--- src/rtl/core/vmb_pkg.sv ---
// Shared types, codes and trig tables for the vertex morph blend block.
package vmb_pkg;

    typedef logic signed [15:0] s16_t;

    // One store entry: lanes 0..2 position x,y,z (Q10.6), lanes 3..5 normal x,y,z (Q1.14).
    typedef logic [5:0][15:0] entry_t;

    localparam entry_t ZERO_ENTRY = {16'd0, 16'd16384, 16'd0, 16'd0, 16'd0, 16'd0};

    localparam logic OP_LOAD = 1'b0;
    localparam logic OP_EVAL = 1'b1;

    localparam logic [2:0] REG_FRAME_COUNT = 3'd0;
    localparam logic [2:0] REG_VERTEX_COUNT = 3'd1;
    localparam logic [2:0] REG_CUR_FRAMES = 3'd2;
    localparam logic [2:0] REG_PREV_FRAMES = 3'd3;
    localparam logic [2:0] REG_CUR_WEIGHT = 3'd4;
    localparam logic [2:0] REG_PREV_WEIGHT = 3'd5;
    localparam logic [2:0] REG_BLEND_WEIGHT = 3'd6;
    localparam logic [2:0] REG_BLEND_EN = 3'd7;

    localparam logic [16:0] W_ONE = 17'd65536;

    typedef enum logic [1:0] {SLOT_CA, SLOT_CB, SLOT_PA, SLOT_PB} slot_t;

    typedef enum logic [2:0] {
        SQ_IDLE, SQ_RD0, SQ_RD1, SQ_RD2, SQ_RD3, SQ_LD0, SQ_LD1, SQ_LD2
    } sq_state_t;

    typedef enum logic [2:0] {NM_IDLE, NM_SQRT, NM_DINIT, NM_DIV, NM_DONE} nm_state_t;

    typedef logic signed [15:0] trig_tbl_t [256];

    localparam logic [63:0] PI_Q30 = 64'd3373259426;

    // Q30 Taylor series on a reduced angle, rounded to Q1.14
    function automatic s16_t series_q14(input logic [63:0] x, input bit want_sin);
        logic [63:0] x2;
        logic [63:0] t;
        logic [63:0] tt;
        longint sum;
        x2 = (x * x) >> 30;
        t = want_sin ? x : (64'd1 << 30);
        sum = longint'(t);
        for (int n = 1; n <= 7; n++) begin
            tt = (t * x2) >> 30;
            case (n)
                1: t = want_sin ? tt / 6 : tt / 2;
                2: t = want_sin ? tt / 20 : tt / 12;
                3: t = want_sin ? tt / 42 : tt / 30;
                4: t = want_sin ? tt / 72 : tt / 56;
                5: t = want_sin ? tt / 110 : tt / 90;
                6: t = want_sin ? tt / 156 : tt / 132;
                default: t = want_sin ? tt / 210 : tt / 182;
            endcase
            if ((n % 2) == 1)
                sum = sum - longint'(t);
            else
                sum = sum + longint'(t);
        end
        if (sum < 0)
            sum = 0;
        return s16_t'((sum + 32768) >>> 16);
    endfunction

    function automatic trig_tbl_t build_trig(input bit want_sin);
        trig_tbl_t tbl;
        logic [63:0] k4;
        logic [63:0] q;
        logic [63:0] r;
        logic [63:0] x;
        s16_t sv;
        s16_t cv;
        for (int k = 0; k < 256; k++) begin
            k4 = 64'(4 * k);
            q = (k4 / 255) & 64'd3;
            r = k4 % 255;
            x = (r * PI_Q30 + 64'd255) / 510;
            sv = series_q14(x, 1'b1);
            cv = series_q14(x, 1'b0);
            case (q)
                64'd0: tbl[k] = want_sin ? sv : cv;
                64'd1: tbl[k] = want_sin ? cv : -sv;
                64'd2: tbl[k] = want_sin ? -sv : -cv;
                default: tbl[k] = want_sin ? -cv : sv;
            endcase
        end
        return tbl;
    endfunction

    localparam trig_tbl_t SIN_TBL = build_trig(1'b1);
    localparam trig_tbl_t COS_TBL = build_trig(1'b0);

endpackage

--- src/rtl/core/vmb_norm.sv ---
// Iterative normal renormalizer: integer square root, then three restoring dividers.
module vmb_norm (
    input  logic                clk,
    input  logic                rst_n,
    input  logic                in_valid,
    output logic                in_ready,
    input  vmb_pkg::s16_t       n_in [3],
    input  logic [31:0]         sq_in [3],
    output logic                out_valid,
    input  logic                out_ready,
    output vmb_pkg::s16_t       n_out [3],
    output logic                fallback
);

    vmb_pkg::nm_state_t state_reg, state_next;

    logic [47:0] v_reg, res_reg, bit_reg;
    logic [15:0] mag_reg [3];
    logic        neg_reg [3];
    logic [24:0] rem_reg [3];
    logic [14:0] nlow_reg [3];
    logic [14:0] q_reg [3];
    logic [2:0]  dcnt_reg;
    logic        fb_reg;

    logic [31:0] len2;
    logic [47:0] v1, r1, v2, r2, bit2;
    logic [24:0] dvs;
    logic [39:0] num [3];
    logic [25:0] rw [3][4];
    logic [2:0]  qb [3];

    assign len2 = sq_in[0] + sq_in[1] + sq_in[2];

    // two square-root steps per cycle
    always_comb
    begin
        bit2 = bit_reg >> 2;
        if (v_reg >= res_reg + bit_reg)
        begin
            v1 = v_reg - (res_reg + bit_reg);
            r1 = (res_reg >> 1) + bit_reg;
        end
        else
        begin
            v1 = v_reg;
            r1 = res_reg >> 1;
        end
        if (v1 >= r1 + bit2)
        begin
            v2 = v1 - (r1 + bit2);
            r2 = (r1 >> 1) + bit2;
        end
        else
        begin
            v2 = v1;
            r2 = r1 >> 1;
        end
    end

    // three quotient bits per lane per cycle
    assign dvs = {res_reg[23:0], 1'b0};
    always_comb
    begin
        for (int i = 0; i < 3; i++)
        begin
            num[i] = {1'b0, mag_reg[i], 23'd0} + 40'(res_reg[23:0]);
            rw[i][0] = {1'b0, rem_reg[i]};
            for (int j = 0; j < 3; j++)
            begin
                rw[i][j+1] = {rw[i][j][24:0], nlow_reg[i][14-j]};
                if (rw[i][j+1] >= {1'b0, dvs})
                begin
                    rw[i][j+1] = rw[i][j+1] - {1'b0, dvs};
                    qb[i][2-j] = 1'b1;
                end
                else
                begin
                    qb[i][2-j] = 1'b0;
                end
            end
        end
    end

    always_comb
    begin
        state_next = state_reg;
        unique case (state_reg)
            vmb_pkg::NM_IDLE:
                if (in_valid)
                    state_next = (len2 == 32'd0) ? vmb_pkg::NM_DONE : vmb_pkg::NM_SQRT;
            vmb_pkg::NM_SQRT:
                if (bit_reg == 48'd4)
                    state_next = vmb_pkg::NM_DINIT;
            vmb_pkg::NM_DINIT:
                state_next = vmb_pkg::NM_DIV;
            vmb_pkg::NM_DIV:
                if (dcnt_reg == 3'd4)
                    state_next = vmb_pkg::NM_DONE;
            vmb_pkg::NM_DONE:
                if (out_ready)
                    state_next = vmb_pkg::NM_IDLE;
            default:
                state_next = vmb_pkg::NM_IDLE;
        endcase
    end

    always_comb
    begin
        in_ready = (state_reg == vmb_pkg::NM_IDLE);
        out_valid = (state_reg == vmb_pkg::NM_DONE);
        fallback = fb_reg;
        for (int i = 0; i < 3; i++)
        begin
            if (fb_reg)
                n_out[i] = (i == 1) ? 16'sd16384 : 16'sd0;
            else if (neg_reg[i])
                n_out[i] = -$signed({1'b0, q_reg[i]});
            else
                n_out[i] = $signed({1'b0, q_reg[i]});
        end
    end

    always_ff @(posedge clk or negedge rst_n)
    begin
        if (!rst_n)
            state_reg <= vmb_pkg::NM_IDLE;
        else
            state_reg <= state_next;
    end

    always_ff @(posedge clk)
    begin
        unique case (state_reg)
            vmb_pkg::NM_IDLE:
                if (in_valid)
                begin
                    v_reg <= {len2, 16'd0};
                    res_reg <= 48'd0;
                    bit_reg <= 48'd1 << 46;
                    fb_reg <= (len2 == 32'd0);
                    for (int i = 0; i < 3; i++)
                    begin
                        neg_reg[i] <= n_in[i][15];
                        mag_reg[i] <= n_in[i][15] ? 16'(-n_in[i]) : 16'(n_in[i]);
                    end
                end
            vmb_pkg::NM_SQRT:
            begin
                v_reg <= v2;
                res_reg <= r2;
                bit_reg <= bit_reg >> 4;
            end
            vmb_pkg::NM_DINIT:
            begin
                dcnt_reg <= 3'd0;
                for (int i = 0; i < 3; i++)
                begin
                    rem_reg[i] <= num[i][39:15];
                    nlow_reg[i] <= num[i][14:0];
                    q_reg[i] <= 15'd0;
                end
            end
            vmb_pkg::NM_DIV:
            begin
                dcnt_reg <= dcnt_reg + 3'd1;
                for (int i = 0; i < 3; i++)
                begin
                    rem_reg[i] <= rw[i][3][24:0];
                    nlow_reg[i] <= {nlow_reg[i][11:0], 3'd0};
                    q_reg[i] <= {q_reg[i][11:0], qb[i]};
                end
            end
            default:
            begin
            end
        endcase
    end

endmodule

--- config.mk ---
export PLATFORM = sky130hd
export DESIGN_NAME = vmb_norm
export DESIGN_NICKNAME = d
export VERILOG_FILES = /design/src/rtl/core/vmb_pkg.sv /design/src/rtl/core/vmb_norm.sv
export SDC_FILE = /design/constraint.sdc
export NUM_CORES = 2
export LEC_CHECK = 0
export BUFFER_PORTS_ARGS = -buffer_cell sky130_fd_sc_hd__buf_2
export CAP_MARGIN = 15
export CORE_ASPECT_RATIO = 0.75
export CORE_UTILIZATION = 44
export CTS_CLUSTER_DIAMETER = 100
export DETAILED_ROUTE_END_ITERATION = 10
export GPL_TIMING_DRIVEN = 0
export PLACE_DENSITY = 0.63
export SKIP_CTS_REPAIR_TIMING = 1
export SYNTH_ARGS = -nofsm -noshare
export SYNTH_HDL_FRONTEND = slang
export SYNTH_SLANG_ARGS = --single-unit
--- constraint.sdc ---
create_clock -name clk -period 24.1 [get_ports clk]
set_input_delay 2.41 -clock clk [delete_from_list [all_inputs] [get_ports clk]]
set_output_delay 2.41 -clock clk [all_outputs]
set_load 0.01 [all_outputs]
==> After elaboration in Yosys (flattened, before gate mapping) <==
Memory sizes are Yosys's and may differ from the RTL's.
Index checks and enable logic that the tools add are counted.
{ "op_classes": {"addsub": 27, "n_eq_ne": 10, "order_cmp": 11, "n_reduce_logical": 7, "bitwise_logic": 9, "n_mux": 60} }
{ "op_table": {"columns": ["cell", "n"], "rows": [
  ["48-bit two-way mux", 7],
  ["25-bit two-way mux", 12],
  ["48-bit case mux with 2 select lines", 3],
  ["26-bit by 25-bit >= comparator with 1-bit output", 9],
  ["25-bit subtractor", 9],
  ["16-bit two-way mux", 9],
  ["39-bit by 24-bit adder with 40-bit output", 3],
  ["48-bit >= comparator", 2],
  ["48-bit subtractor", 2],
  ["15-bit two-way mux", 6],
  ["32-bit adder", 2],
  ["47-bit by 46-bit adder with 48-bit output", 1],
  ["47-bit by 48-bit adder with 48-bit output", 1],
  ["48-bit by 46-bit adder with 48-bit output", 1],
  ["48-bit adder", 1],
  ["48-bit by 3-bit == test with 1-bit output (second input constant)", 1],
  ["15-bit negator with 16-bit output", 3],
  ["16-bit negator", 3],
  ["32-bit zero test", 1],
  ["1-bit two-way mux", 16],
  ["3-bit two-way mux", 5],
  ["3-bit case mux with 5 select lines", 1],
  ["1-bit OR", 9],
  ["3-bit by 2-bit == test with 1-bit output (second input constant)", 2],
  ["other kinds (10)", 15]
]} }
{ "totals": {"output_inout_bits": 51, "in_bits": 148, "mem_bits_rw": 216, "mem_count": 5, "reg_bits": 151} }
{ "mem_list": {"columns": ["name", "words", "word_bits", "read_ports", "rd_clocked_by_memory_dff", "write_ports", "line", "rtl"], "rows": [
  ["rem_reg", 3, 25, 3, 0, 3, "vmb_norm.sv:20", "logic [24:0] rem_reg [3];"],
  ["mag_reg", 3, 16, 3, 0, 3, "vmb_norm.sv:18", "logic [15:0] mag_reg [3];"],
  ["nlow_reg", 3, 15, 3, 0, 3, "vmb_norm.sv:21", "logic [14:0] nlow_reg [3];"],
  ["q_reg", 3, 15, 3, 0, 3, "vmb_norm.sv:22", "logic [14:0] q_reg [3];"],
  ["neg_reg", 3, 1, 3, 0, 3, "vmb_norm.sv:19", "logic neg_reg [3];"]
]} }

==> Logic depth before layout (Yosys ltp) <==
An unclocked memory read counts as a cell.
{ "logic_depth": {"depth_word": 8, "mapped_depth": 56, "ltp_nobuf": 48} }

==> Least setup slack after synthesis <==
Ideal clock, no wire load.
{ "synth_path": {"kind": "register to register", "from": "register bit_reg[6]", "to": "register v_reg[35] (data pin)", "n_path_buf": 7, "setup_slack_ns": 13.142, "path_stages_with_launch": 53, "synth_period_minus_slack_ns": 10.958, "setup_ns": 0.258, "t_required_ns": 23.842, "arrival_ns": 10.699, "path_cell_list": "edfxtp_1 ha_1 and4_1 a21oi_1 o21bai_1 a31oi_1 o21ba_2 o21ai_1 a31o_2 a31o_2 a21o_1 a21o_1 a21oi_1 nor2b_1 nand2_1 xor2_1 ha_1 a21o_1 [... 17 more ...] o21ai_1 a21o_1 xnor2_1 ha_1 a21o_1 a21o_1 a21oi_1 o21ai_0 a21oi_1 o21bai_1 a21oi_1 o21ai_0 nor2_1 clkbuf_1 buf_1 nor2_1 a211oi_1 nor2_1"} }
{ "synth_via": {"elab_chain_cells": 7} }
{ "synth_rtl": {"columns": ["element", "line", "rtl"], "rows": [
  ["start, declared", "vmb_norm.sv:17", "logic [47:0] v_reg, res_reg, bit_reg;"],
  ["start signal, assigned", "vmb_norm.sv:140", "bit_reg <= 48'd1 << 46;"],
  ["start signal, assigned", "vmb_norm.sv:152", "bit_reg <= bit_reg >> 4;"],
  ["48-bit adder", "vmb_norm.sv:39, vmb_norm.sv:41", null],
  ["48-bit >= comparator", "vmb_norm.sv:39", "if (v_reg >= res_reg + bit_reg)"],
  ["48-bit two-way mux", "vmb_norm.sv:39", null],
  ["48-bit by 46-bit adder with 48-bit output", "vmb_norm.sv:49, vmb_norm.sv:51", null],
  ["48-bit subtractor / 48-bit >= comparator (equally long branches)", "vmb_norm.sv:51, vmb_norm.sv:49", null],
  ["48-bit two-way mux *", "vmb_norm.sv:49", "if (v1 >= r1 + bit2)"],
  ["48-bit case mux with 2 select lines *", "vmb_norm.sv:134", "unique case (state_reg)"],
  ["end signal, assigned", "vmb_norm.sv:138", "v_reg <= {len2, 16'd0};"],
  ["end signal, assigned", "vmb_norm.sv:150", "v_reg <= v2;"],
  ["end, declared", "vmb_norm.sv:17", null]
]} }
Mark *: on every way between the ends. The rest lies on a longest branch, timed or not.
A chain may end at the register's enable or synchronous reset.

==> Final worst setup path <==
{ "layout_path": {"from": "register bit_reg[6]", "to": "register v_reg[21] (data pin)"} }
Same word-level chain as after synthesis.

==> metrics.md <==
| Metric | Value |
|---|---|
| Outcome | completed |
| Initial antenna violation count | 6 |
| DRT antenna net count | 0 |
| Yosys top cell by area | edfxtp_1 |
| Final wirelength | 143000 um |
| Top Ports | 199 |
| HPWL after detailed placement | 114000 um |
| Worst-path maximum fanout | 10 |
| R2r startpoint | bit_reg[6]$_SDFFCE_PN0P_ |
| Fin. max-slew vios | 0 |
| Critical path class | flip-flop to flip-flop |
| Post-Syn Area per Cell | 8.22 um2 |
| Drt first pass iters | 6 |
| Iteration-0 DRC Markers | 4742 |
| Largest net degree at the start of global routing | 62 |
| Crit start category | flip-flop |
| R2R Setup Slk | 6.70 ns |
| Minimum clock period after layout | 17.40 ns |
| Final hold vios | 0 |
| Hold depth | 2 |
| CORE AREA | 87900 um2 |
| RR Endpoint | v_reg[21]$_DFFE_PP_ |
| Clk_lat worst skew | 0.59 ns |
| CP max stage cell | clkbuf_1 |
| Yosys warns | 0 |
| Post-synth cell types | 99 |
| Critical Path RT | 24.52 ns |
| CP delay by family, top | compound AO/OA/AOI/OAI gates |
| WL/cell | 23.2 um |
| Worst Setup End Kind | flip-flop |
| Synth area leaders | edfxtp_1 23%, ha_1 13%, xnor2_1 7.8% |
| WP buf/inv | 7 |
| Worst slack at placement | 7.74 ns |
| Share of cells above drive strength 1 | 8.43% |
| Via count of the first global-routing pass | 34100 |
| Syn-to-layout area delta | 10.0% |
| Total CTS buffers | 39 |
| Final setup viols | 0 |
| Worst Hold Launch | nlow_reg[0][36]$_DFFE_PP_ |
| Die ar. | 90000 um2 |
| DRC | 0 |
| Number of enable flip-flop cells after synthesis | 296 |
| Post-Syn Instances | 4752 |
| Final TNS setup | 0 ns |
| Top-count cell post-synth | nand2_1 |
| Post-DR vias/cell | 6.25 |
| WHS Endpoint | nlow_reg[0][39]$_DFFE_PP_ |
| Max_slew headroom | 10.1% |
| Yosys reg bits | 299 |
| Final WS setup | 6.70 ns |
| Total GRT Usage | 30.8% |
| CTS Buffer Depth | 3 |
| CTS root buf | clkbuf_16 |
| Synth cell count leaders | 456 x nand2_1, 407 x nor2_1, 401 x ha_1, 376 x a21oi_1, 348 x xnor2_1 |
| Async SR Flop Fraction | 1.00% |
| Port buffer count | 198 |
| Finished Core Util | 48.9% |
| First-pass GRT wire length | 213000 um |
| GP Congestion | 0.964 |
| Synth top area share | 22.8% |
| Worst Clk Skew | 0.0334 ns |
| Worst path depth | 51 |
| # Max-Cap Violations | 0 |
| Die Wd | 346 um |
| Seq/Total Area, Yosys | 22.9% |
| Rows | 94 |
| Largest register FFs | 73 |
| Post-route cell area | 43000 um2 |
| Initial Util | 44.5% |
| Max incr delay on CP | 0.93 ns |
| Clk sinks | 299 |
| Post-Syn Nets | 5344 |
| HP Class | flip-flop to flip-flop |
| Area post-placement | 41600 um2 |
| RSZ-0062 raised after global routing | no |
| H-tree levels | 2 |
| Die Height | 260 um |
| Synthesized cell area | 39100 um2 |
| Grt ovf | 0 |
| CTS tree | built |
| Clock-pin transition on the worst setup and hold timing paths | 0.06 ns |
| Max Fclk | 0.0575 GHz |
| Ys flop type | edfxtp_1 |
| FF-to-FF path depth | 51 |
| CP Data Arrival Time | 17.82 ns |
| Nets | 5590 |
| Tcrit/Tclk final | 72.2% |
| DR vias | 38600 |
| Measured slew at the worst slew-check pin | 1.35 ns |
## tightest hold or removal path, stage by stage (launching register included)
cell and delay [ns]:
edfxtp_1 0.32, nand2_1 0.04, o21ai_0 0.05
## routing by layer
metal | share of wire [%] | global-route usage, % | up-vias
met4 | 2.1 | 6.54 | 6
li1 | - | - | 18000
met3 | 13 | 8.65 | 181
met1 | 48 | 49.4 | 18400
met2 | 36 | 39.1 | 2055
met5 | 0.023 | 0 | -
## layout by cell type, fill, tap and decap left out, types with 73 or more instances in the layout
cell	Yosys	final
nand2_1	456	455
nor2_1	407	407
ha_1	401	401
a21oi_1	376	376
xnor2_1	348	348
o21ai_0	332	332
edfxtp_1	296	296
buf_2	17	215
xor2_1	207	207
inv_1	188	187
a21o_1	158	158
clkbuf_1	130	134
nor3_1	127	127
nand3_1	122	122
and3_1	91	91
mux2i_1	76	76
mux2_2	75	75
nand4_1	73	73
## stage by stage
stage	hold slack, ns	std cells
2_1_floorplan	0.490	4752
3_3_place_gp	0.502	6102
3_5_place_dp	0.511	6108
4_1_cts	0.514	6178
5_1_grt	0.545	6181
6_report	0.509	6183
## area by class of cell
cell class | count | area [um2]
antenna | 4 | 10.0
buffer | 162 | 644
clock buffer | 46 | 1040
clock inverter | 24 | 267
fill | 8469 | 44900
inverter | 189 | 709
multi-input combinational | 4102 | 28800
sequential | 299 | 8960
tap | 1152 | 1440
timing repair buffer | 205 | 1130
## cell families after synthesis
group | synth area share (%)
AOI/OAI and AO/OA | 22.3
DFF | 22.9
and+or+nand+nor | 19.7
xor gates and xnor gates | 12.4
muxes | 4.15
buffers and inverters | 3.46
adders and majority gates | 15.0
## worst max path at each step
stage	from	endpoint	slack, ns
after floorplan	bit_reg[6]$_SDFFCE_PN0P_	v_reg[35]$_DFFE_PP_	13.14
after global placement	bit_reg[6]$_SDFFCE_PN0P_	v_reg[21]$_DFFE_PP_	7.71
after detailed placement	bit_reg[6]$_SDFFCE_PN0P_	v_reg[20]$_DFFE_PP_	7.74
after CTS	bit_reg[6]$_SDFFCE_PN0P_	v_reg[21]$_DFFE_PP_	7.66
after global routing	bit_reg[6]$_SDFFCE_PN0P_	v_reg[21]$_DFFE_PP_	6.70
final	bit_reg[6]$_SDFFCE_PN0P_	v_reg[21]$_DFFE_PP_	6.70
Power is left out: the tool's default activity adds up to more than one toggle a clock period on the data nets, which glitch-free logic cannot reach.
